--- src/design/iapsp_pkg.sv ---
// Package for the incremental all-pairs shortest-distance block.
// Holds sizes, codes, shared types and the saturating distance add.
// Depends on nothing; the relaxation and top-level files use it by scoped names.
package iapsp_pkg;

	localparam int MAX_NODES = 255;
	localparam int DIST_BITS = 48;
	localparam int SUM_BITS  = 64;
	localparam int IDX_BITS  = $clog2(MAX_NODES + 1);
	localparam int ADDR_BITS = 2 * IDX_BITS;
	localparam int ROW_DEPTH = 1 << IDX_BITS;
	localparam int MAT_DEPTH = 1 << ADDR_BITS;
	// compare width wide enough for port node numbers and internal indexes
	localparam int CMP_BITS  = (IDX_BITS > 8) ? IDX_BITS : 8;

	typedef logic [DIST_BITS-1:0] dist_t;
	typedef logic [IDX_BITS-1:0]  idx_t;
	typedef logic [ADDR_BITS-1:0] addr_t;
	typedef logic [SUM_BITS-1:0]  sum_t;
	typedef logic [CMP_BITS-1:0]  cmp_t;

	localparam dist_t DIST_INF = {DIST_BITS{1'b1}};
	localparam sum_t  SUM_MAX  = {SUM_BITS{1'b1}};
	localparam logic [7:0] NODE_COUNT_RST = 8'd255;

	// request codes
	localparam logic [1:0] REQ_ROAD    = 2'd0;
	localparam logic [1:0] REQ_AIRPORT = 2'd1;
	localparam logic [1:0] REQ_QUERY   = 2'd2;

	// configuration register indexes
	localparam logic CFG_NODE_COUNT   = 1'b0;
	localparam logic CFG_AIRPORT_COST = 1'b1;

	// one relaxation pair entering the pipeline
	typedef struct packed {
		logic  valid;
		logic  sum_en;
		addr_t addr;
	} pair_issue_t;

	// matrix write from the relaxation pipeline
	typedef struct packed {
		logic  en;
		addr_t addr;
		dist_t data;
	} mat_write_t;

	// saturating add; all ones means unreachable
	function automatic dist_t sat_add(input dist_t a, input dist_t b);
		logic [DIST_BITS:0] s;
		s = {1'b0, a} + {1'b0, b};
		if (a == DIST_INF || b == DIST_INF || s[DIST_BITS])
			return DIST_INF;
		return s[DIST_BITS-1:0];
	endfunction

	// lower-triangle address of an unordered pair
	function automatic addr_t tri_addr(input idx_t x, input idx_t y);
		if (x > y)
			return {x, y};
		return {y, x};
	endfunction

endpackage

--- src/design/iapsp_relax.sv ---
// Relaxation pipeline: path candidates through the new edge, matrix
// write-back and the running pair sum. Depends on iapsp_pkg.
module iapsp_relax (
	input  logic                  clk,
	input  logic                  arst_n,
	input  iapsp_pkg::pair_issue_t issue,
	input  iapsp_pkg::dist_t      ra_i,
	input  iapsp_pkg::dist_t      rb_i,
	input  iapsp_pkg::dist_t      ra_j,
	input  iapsp_pkg::dist_t      rb_j,
	input  iapsp_pkg::dist_t      mat_rdata,
	input  iapsp_pkg::dist_t      edge_w,
	output iapsp_pkg::mat_write_t wr,
	output logic                  busy,
	output iapsp_pkg::sum_t       pair_sum
);

	logic                v_s1, v_s2, v_s3;
	logic                se_s1, se_s2, se_s3;
	iapsp_pkg::addr_t    addr_s1, addr_s2, addr_s3;
	iapsp_pkg::dist_t    p1_s2, p2_s2, old_s2, cand_s3, old_s3;
	iapsp_pkg::dist_t    p1, p2, pmin, cand, diff;
	iapsp_pkg::sum_t     sum_q, sum_d;
	logic [iapsp_pkg::SUM_BITS:0] add_w;
	logic                upd;

	// candidates from the snapshotted rows
	assign p1   = iapsp_pkg::sat_add(ra_i, rb_j);
	assign p2   = iapsp_pkg::sat_add(rb_i, ra_j);
	assign pmin = (p1_s2 < p2_s2) ? p1_s2 : p2_s2;
	assign cand = iapsp_pkg::sat_add(pmin, edge_w);

	assign upd  = v_s3 && (cand_s3 < old_s3);
	assign diff = old_s3 - cand_s3;
	assign add_w = {1'b0, sum_q} + {{(iapsp_pkg::SUM_BITS + 1 - iapsp_pkg::DIST_BITS){1'b0}},
		cand_s3};

	// adjust the sum for a shortened pair
	always_comb begin
		sum_d = sum_q;
		if (upd && se_s3) begin
			if (old_s3 != iapsp_pkg::DIST_INF) begin
				if (sum_q != iapsp_pkg::SUM_MAX) begin
					if (iapsp_pkg::sum_t'(diff) > sum_q)
						sum_d = '0;
					else
						sum_d = sum_q - iapsp_pkg::sum_t'(diff);
				end
			end else begin
				sum_d = add_w[iapsp_pkg::SUM_BITS] ? iapsp_pkg::SUM_MAX
					: add_w[iapsp_pkg::SUM_BITS-1:0];
			end
		end
	end

	// advance the pipeline control
	always_ff @(posedge clk or negedge arst_n) begin
		if (!arst_n) begin
			v_s1  <= 1'b0;
			v_s2  <= 1'b0;
			v_s3  <= 1'b0;
			sum_q <= '0;
		end else begin
			v_s1  <= issue.valid;
			v_s2  <= v_s1;
			v_s3  <= v_s2;
			sum_q <= sum_d;
		end
	end

	// advance the pipeline payload
	always_ff @(posedge clk) begin
		addr_s1 <= issue.addr;
		se_s1   <= issue.sum_en;
		addr_s2 <= addr_s1;
		se_s2   <= se_s1;
		p1_s2   <= p1;
		p2_s2   <= p2;
		old_s2  <= mat_rdata;
		addr_s3 <= addr_s2;
		se_s3   <= se_s2;
		cand_s3 <= cand;
		old_s3  <= old_s2;
	end

	assign wr.en    = upd;
	assign wr.addr  = addr_s3;
	assign wr.data  = cand_s3;
	assign busy     = v_s1 | v_s2 | v_s3;
	assign pair_sum = sum_q;

endmodule

--- config.mk ---
export PLATFORM = sky130hd
export DESIGN_NAME = iapsp_relax
export DESIGN_NICKNAME = d
export VERILOG_FILES = /design/src/design/iapsp_pkg.sv /design/src/design/iapsp_relax.sv
export SDC_FILE = /design/constraint.sdc
export NUM_CORES = 1
export LEC_CHECK = 0
export BUFFER_PORTS_ARGS = -buffer_cell sky130_fd_sc_hd__buf_4
export CORE_ASPECT_RATIO = 2
export CORE_UTILIZATION = 40
export CTS_CLUSTER_SIZE = 8
export DETAILED_ROUTE_END_ITERATION = 8
export PLACE_DENSITY = 0.63
export SETUP_SLACK_MARGIN = 0.4
export SYNTH_ARGS = -nofsm -noshare
export SYNTH_HDL_FRONTEND = slang
export SYNTH_SLANG_ARGS = --single-unit
--- constraint.sdc ---
create_clock -name clk -period 13.3 [get_ports clk]
set_input_delay 0.665 -clock clk [delete_from_list [all_inputs] [get_ports clk]]
set_output_delay 0.665 -clock clk [all_outputs]
set_load 0.05 [all_outputs]
==> flow_summary.json <==
{
  "crit_path_end_kind": "flip-flop",
  "clk_latency_ns": 0.60,
  "pwr_density_cell_nw_per_um2": 265.6,
  "fmax_mhz": 144.0,
  "r2r_cells": 21,
  "initial_core_util": 0.4041,
  "port_buffers": 437,
  "grt_pass1_vias": 28930,
  "finalHoldViolations": 0,
  "pwr-share-clk": 0.132,
  "setup_tns_ns": 0,
  "path_class": "reg -> reg",
  "arrival_ns": 7.34,
  "power_frac_seq": 0.181,
  "area_growth_pct": 18.60,
  "hold_slack_ns": 0.1635,
  "core_area_um2": 70790,
  "antenna_found_initial": 12,
  "clk_pin_slew_worst_paths_ns": 0.06,
  "cp.required_ns": 13.70,
  "internal_power_uw": 4393,
  "vias": 28580,
  "final_util": 0.4793,
  "tritoncts": "yes",
  "p_sw_frac": 0.5126,
  "ir_drop_mv": 0.2033,
  "status": "finished clean",
  "syn_inst": 3574,
  "place.gp.congestion": 1.012,
  "design_area_um2": 33930,
  "share_comb_of_total_power": 0.687,
  "p_sw_uw": 4620,
  "synth_nets": 4224,
  "ys_ff_latch": 358,
  "yosysSeqAreaShare": 0.2622,
  "cts_root_buf": "clkbuf_16",
  "grt.total_usage": 0.2994,
  "dp_cells": 4807,
  "r2r_start": "p2_s2[0]",
  "fin_crit_sh": 0.5221,
  "relSlewSlack": 0.2304,
  "instances_no_fill": 4882,
  "synth_flop_cell": "dfxtp_1",
  "syn_area_um2": 28610,
  "skew_ns": 0.03523,
  "final_max_slew_viol_count": 0,
  "ys_top_cells_by_area": "dfxtp_1, ha_1, a21oi_1",
  "gr-total-overflow": 0,
  "vias_per_cell": 5.855,
  "synth.most_common_cell": "nand2_1",
  "grt_pass1_wl_mm": 164.9,
  "final_nets": 4601,
  "rsz0062_at_grt": "no",
  "wl_per_cell_um": 22.78,
  "cts_buffer_depth": 3,
  "io_pins": 438,
  "maxCapViolCount": 0,
  "wl_mm": 111.2,
  "drtIter0Drc": 1392,
  "ff2ff_setup_slack_ns": 6.36,
  "crit_start": "p2_s2[0]",
  "die_area_um2": 72660,
  "final-setup-viol-count": 0,
  "ys_warn_count": 0,
  "dr.pass1.iters": 6,
  "synth_top_area_cell": "dfxtp_1",
  "dpl.hpwl_mm": 93.59,
  "rows": 138,
  "antenna_left": 0,
  "ys_types": 103,
  "clkSinkCount": 358,
  "async_flop_share": 0.1872,
  "fin_crit_ns": 6.943,
  "r2r_end": "cand_s3[2]",
  "synth_common_cells": "nand2_1, a21oi_1, ha_1, dfxtp_1, o21ai_0",
  "critPathCapture": "cand_s3[2]",
  "power_leakage_uw": 0.01606,
  "drc_errors": 0,
  "worstPathMaxFanout": 86,
  "cts_inserted_buffers": 51,
  "fp.dieW_um": 191.1,
  "hold_path.class": "in -> reg",
  "avgSynthCellArea_um2": 8.005,
  "startpoint_type": "flip-flop",
  "htree_levels": 2,
  "drive_gt1_frac": 0.1474,
  "worst_pin_slew_ns": 1.152,
  "synth_edf_count": 0,
  "placed_area_um2": 32500,
  "grt_max_degree": 87,
  "yosysTopAreaCellShare": 0.2036,
  "n_fill_cell": 7171,
  "die_y_um": 380.2
}
cells by family (layout without fill, tap and decap cells):
group | count (synthesis) | count (layout) | share of synthesized area
and+or+nand+nor | 1105 | 1105 | 0.1911
DFF | 358 | 358 | 0.2622
adders and majority gates | 342 | 342 | 0.1511
buffers and inverters | 310 | 704 | 0.04645
other | 0 | 4 | 0
AOI/OAI and AO/OA | 1202 | 1202 | 0.2700
muxes | 7 | 7 | 0.002537
xor gates and xnor gates | 250 | 250 | 0.07654
timing repair:
action,4_1_cts,5_1_grt
gates resized for setup,0,0
hold buffers,1,0
endpoints found under the hold margin,7,0
buffers inserted,0,0
layout make-up:
class | count | area (µm²) | share of cell area
Multi-Input combinational cell | 2906 | 19800 | 0.5834
Sequential cell | 358 | 7502 | 0.2211
Timing Repair Buffer | 451 | 3388 | 0.09986
Clock buffer | 66 | 1353 | 0.03986
Tap cell | 910 | 1139 | 0.03356
Inverter | 183 | 686.9 | 0.02024
Clock inverter | 4 | 56.30 | 0.001659
Antenna cell | 4 | 10.01 | 0.0002950
stage by stage:
step,power (µW),worst slack [ns]
after global routing,9669,5.780
after global placement,7727,6.488
after CTS,8968,6.341
final,9013,6.357
after detailed placement,7734,6.378
after floorplan,6116,7.595
worst min-delay path by stage:
stage          cells past startpoint           to          start
2_1_floorplan                      0   addr_s2[0]     addr_s1[0]
3_3_place_gp                       0   addr_s2[8]     addr_s1[8]
3_5_place_dp                       0  addr_s3[14]    addr_s2[14]
4_1_cts                            1   old_s2[28]  mat_rdata[28]
5_1_grt                            1   addr_s1[6]       issue[6]
6_report                           1   addr_s1[0]       issue[0]
layout by cell type, fill, tap and decap left out, types with 8 or more instances in the layout:
cell       Yosys  routed
o211ai_1      20      20
and4_1         9       9
or2_2          8       8
or3_1         19      19
o21bai_1      46      46
nor2b_1       35      34
a31oi_1       47      47
dfrtp_1       67      67
a21boi_0      11      11
o22ai_1        9       9
o21ai_0      257     257
clkbuf_16      0      51
nand2_1      386     386
o31ai_1       21      21
nand4_1      163     163
dfxtp_1      291     291
inv_1        183     183
xor2_1       101     101
a21o_1       194     194
buf_4          6     450
nand3_1       87      87
and3_1        34      34
o31a_1         9       9
a41oi_1        8       8
ha_1         336     336
clkbuf_1      81      13
nor3_1        64      64
nor2_1       171     171
o21ai_1       27      27
a21oi_1      372     372
a211oi_1      23      23
and2_1        12      12
xnor2_1      149     149
nand2b_1      43      42
o21a_1        46      45
nor4_1        35      35
registers in the layout, summed over array words and instances (netlist names):
register / cells
v_s2: 1
se_s2: 1
v_s1: 1
se_s3: 1
old_s2: 48
addr_s3: 16
cand_s3: 48
old_s3: 48
pair_sum: 64
p2_s2: 48
p1_s2: 48
addr_s1: 16
v_s3: 1
se_s1: 1
addr_s2: 16
worst max-delay path, cell delays in order (launching register included):
cell and delay (ns):
dfxtp_1 0.54, nand2b_1 0.13, a21o_1 0.19, a211oi_1 0.27, nor4b_1 0.13, o41ai_1 0.43
o2111ai_1 0.18, a31oi_1 0.19, o21a_2 0.31, buf_4 0.62, o21ai_0 0.29, ha_1 0.42
a21oi_1 0.20, a21boi_0 0.46, a2111o_1 0.21, a21boi_0 0.18, o31ai_1 0.45, a21oi_2 0.15
nand3_1 0.13, nor2_1 0.08, a21oi_4 0.89, o21ai_0 0.26
routing by layer:
| layer | vias to the layer above | global-route usage | wire [µm] |
|---|---|---|---|
| li1 | 13850 | - | - |
| met1 | 13300 | 0.2741 | 36560 |
| met2 | 1051 | 0.5595 | 57620 |
| met3 | 371 | 0.05276 | 6403 |
| met4 | 16 | 0.2519 | 10520 |
| met5 | - | 0 | 92 |
power groups by stage:
stage | Clock, µW | Sequential, µW | Combinational, µW
final | 1190 | 1630 | 6190
after global routing | 1260 | 1650 | 6750
after CTS | 1230 | 1620 | 6120
after detailed placement | 0 | 1650 | 6090
after global placement | 0 | 1650 | 6080
after floorplan | 0 | 1920 | 4200
(Power assumes the default switching activity.)
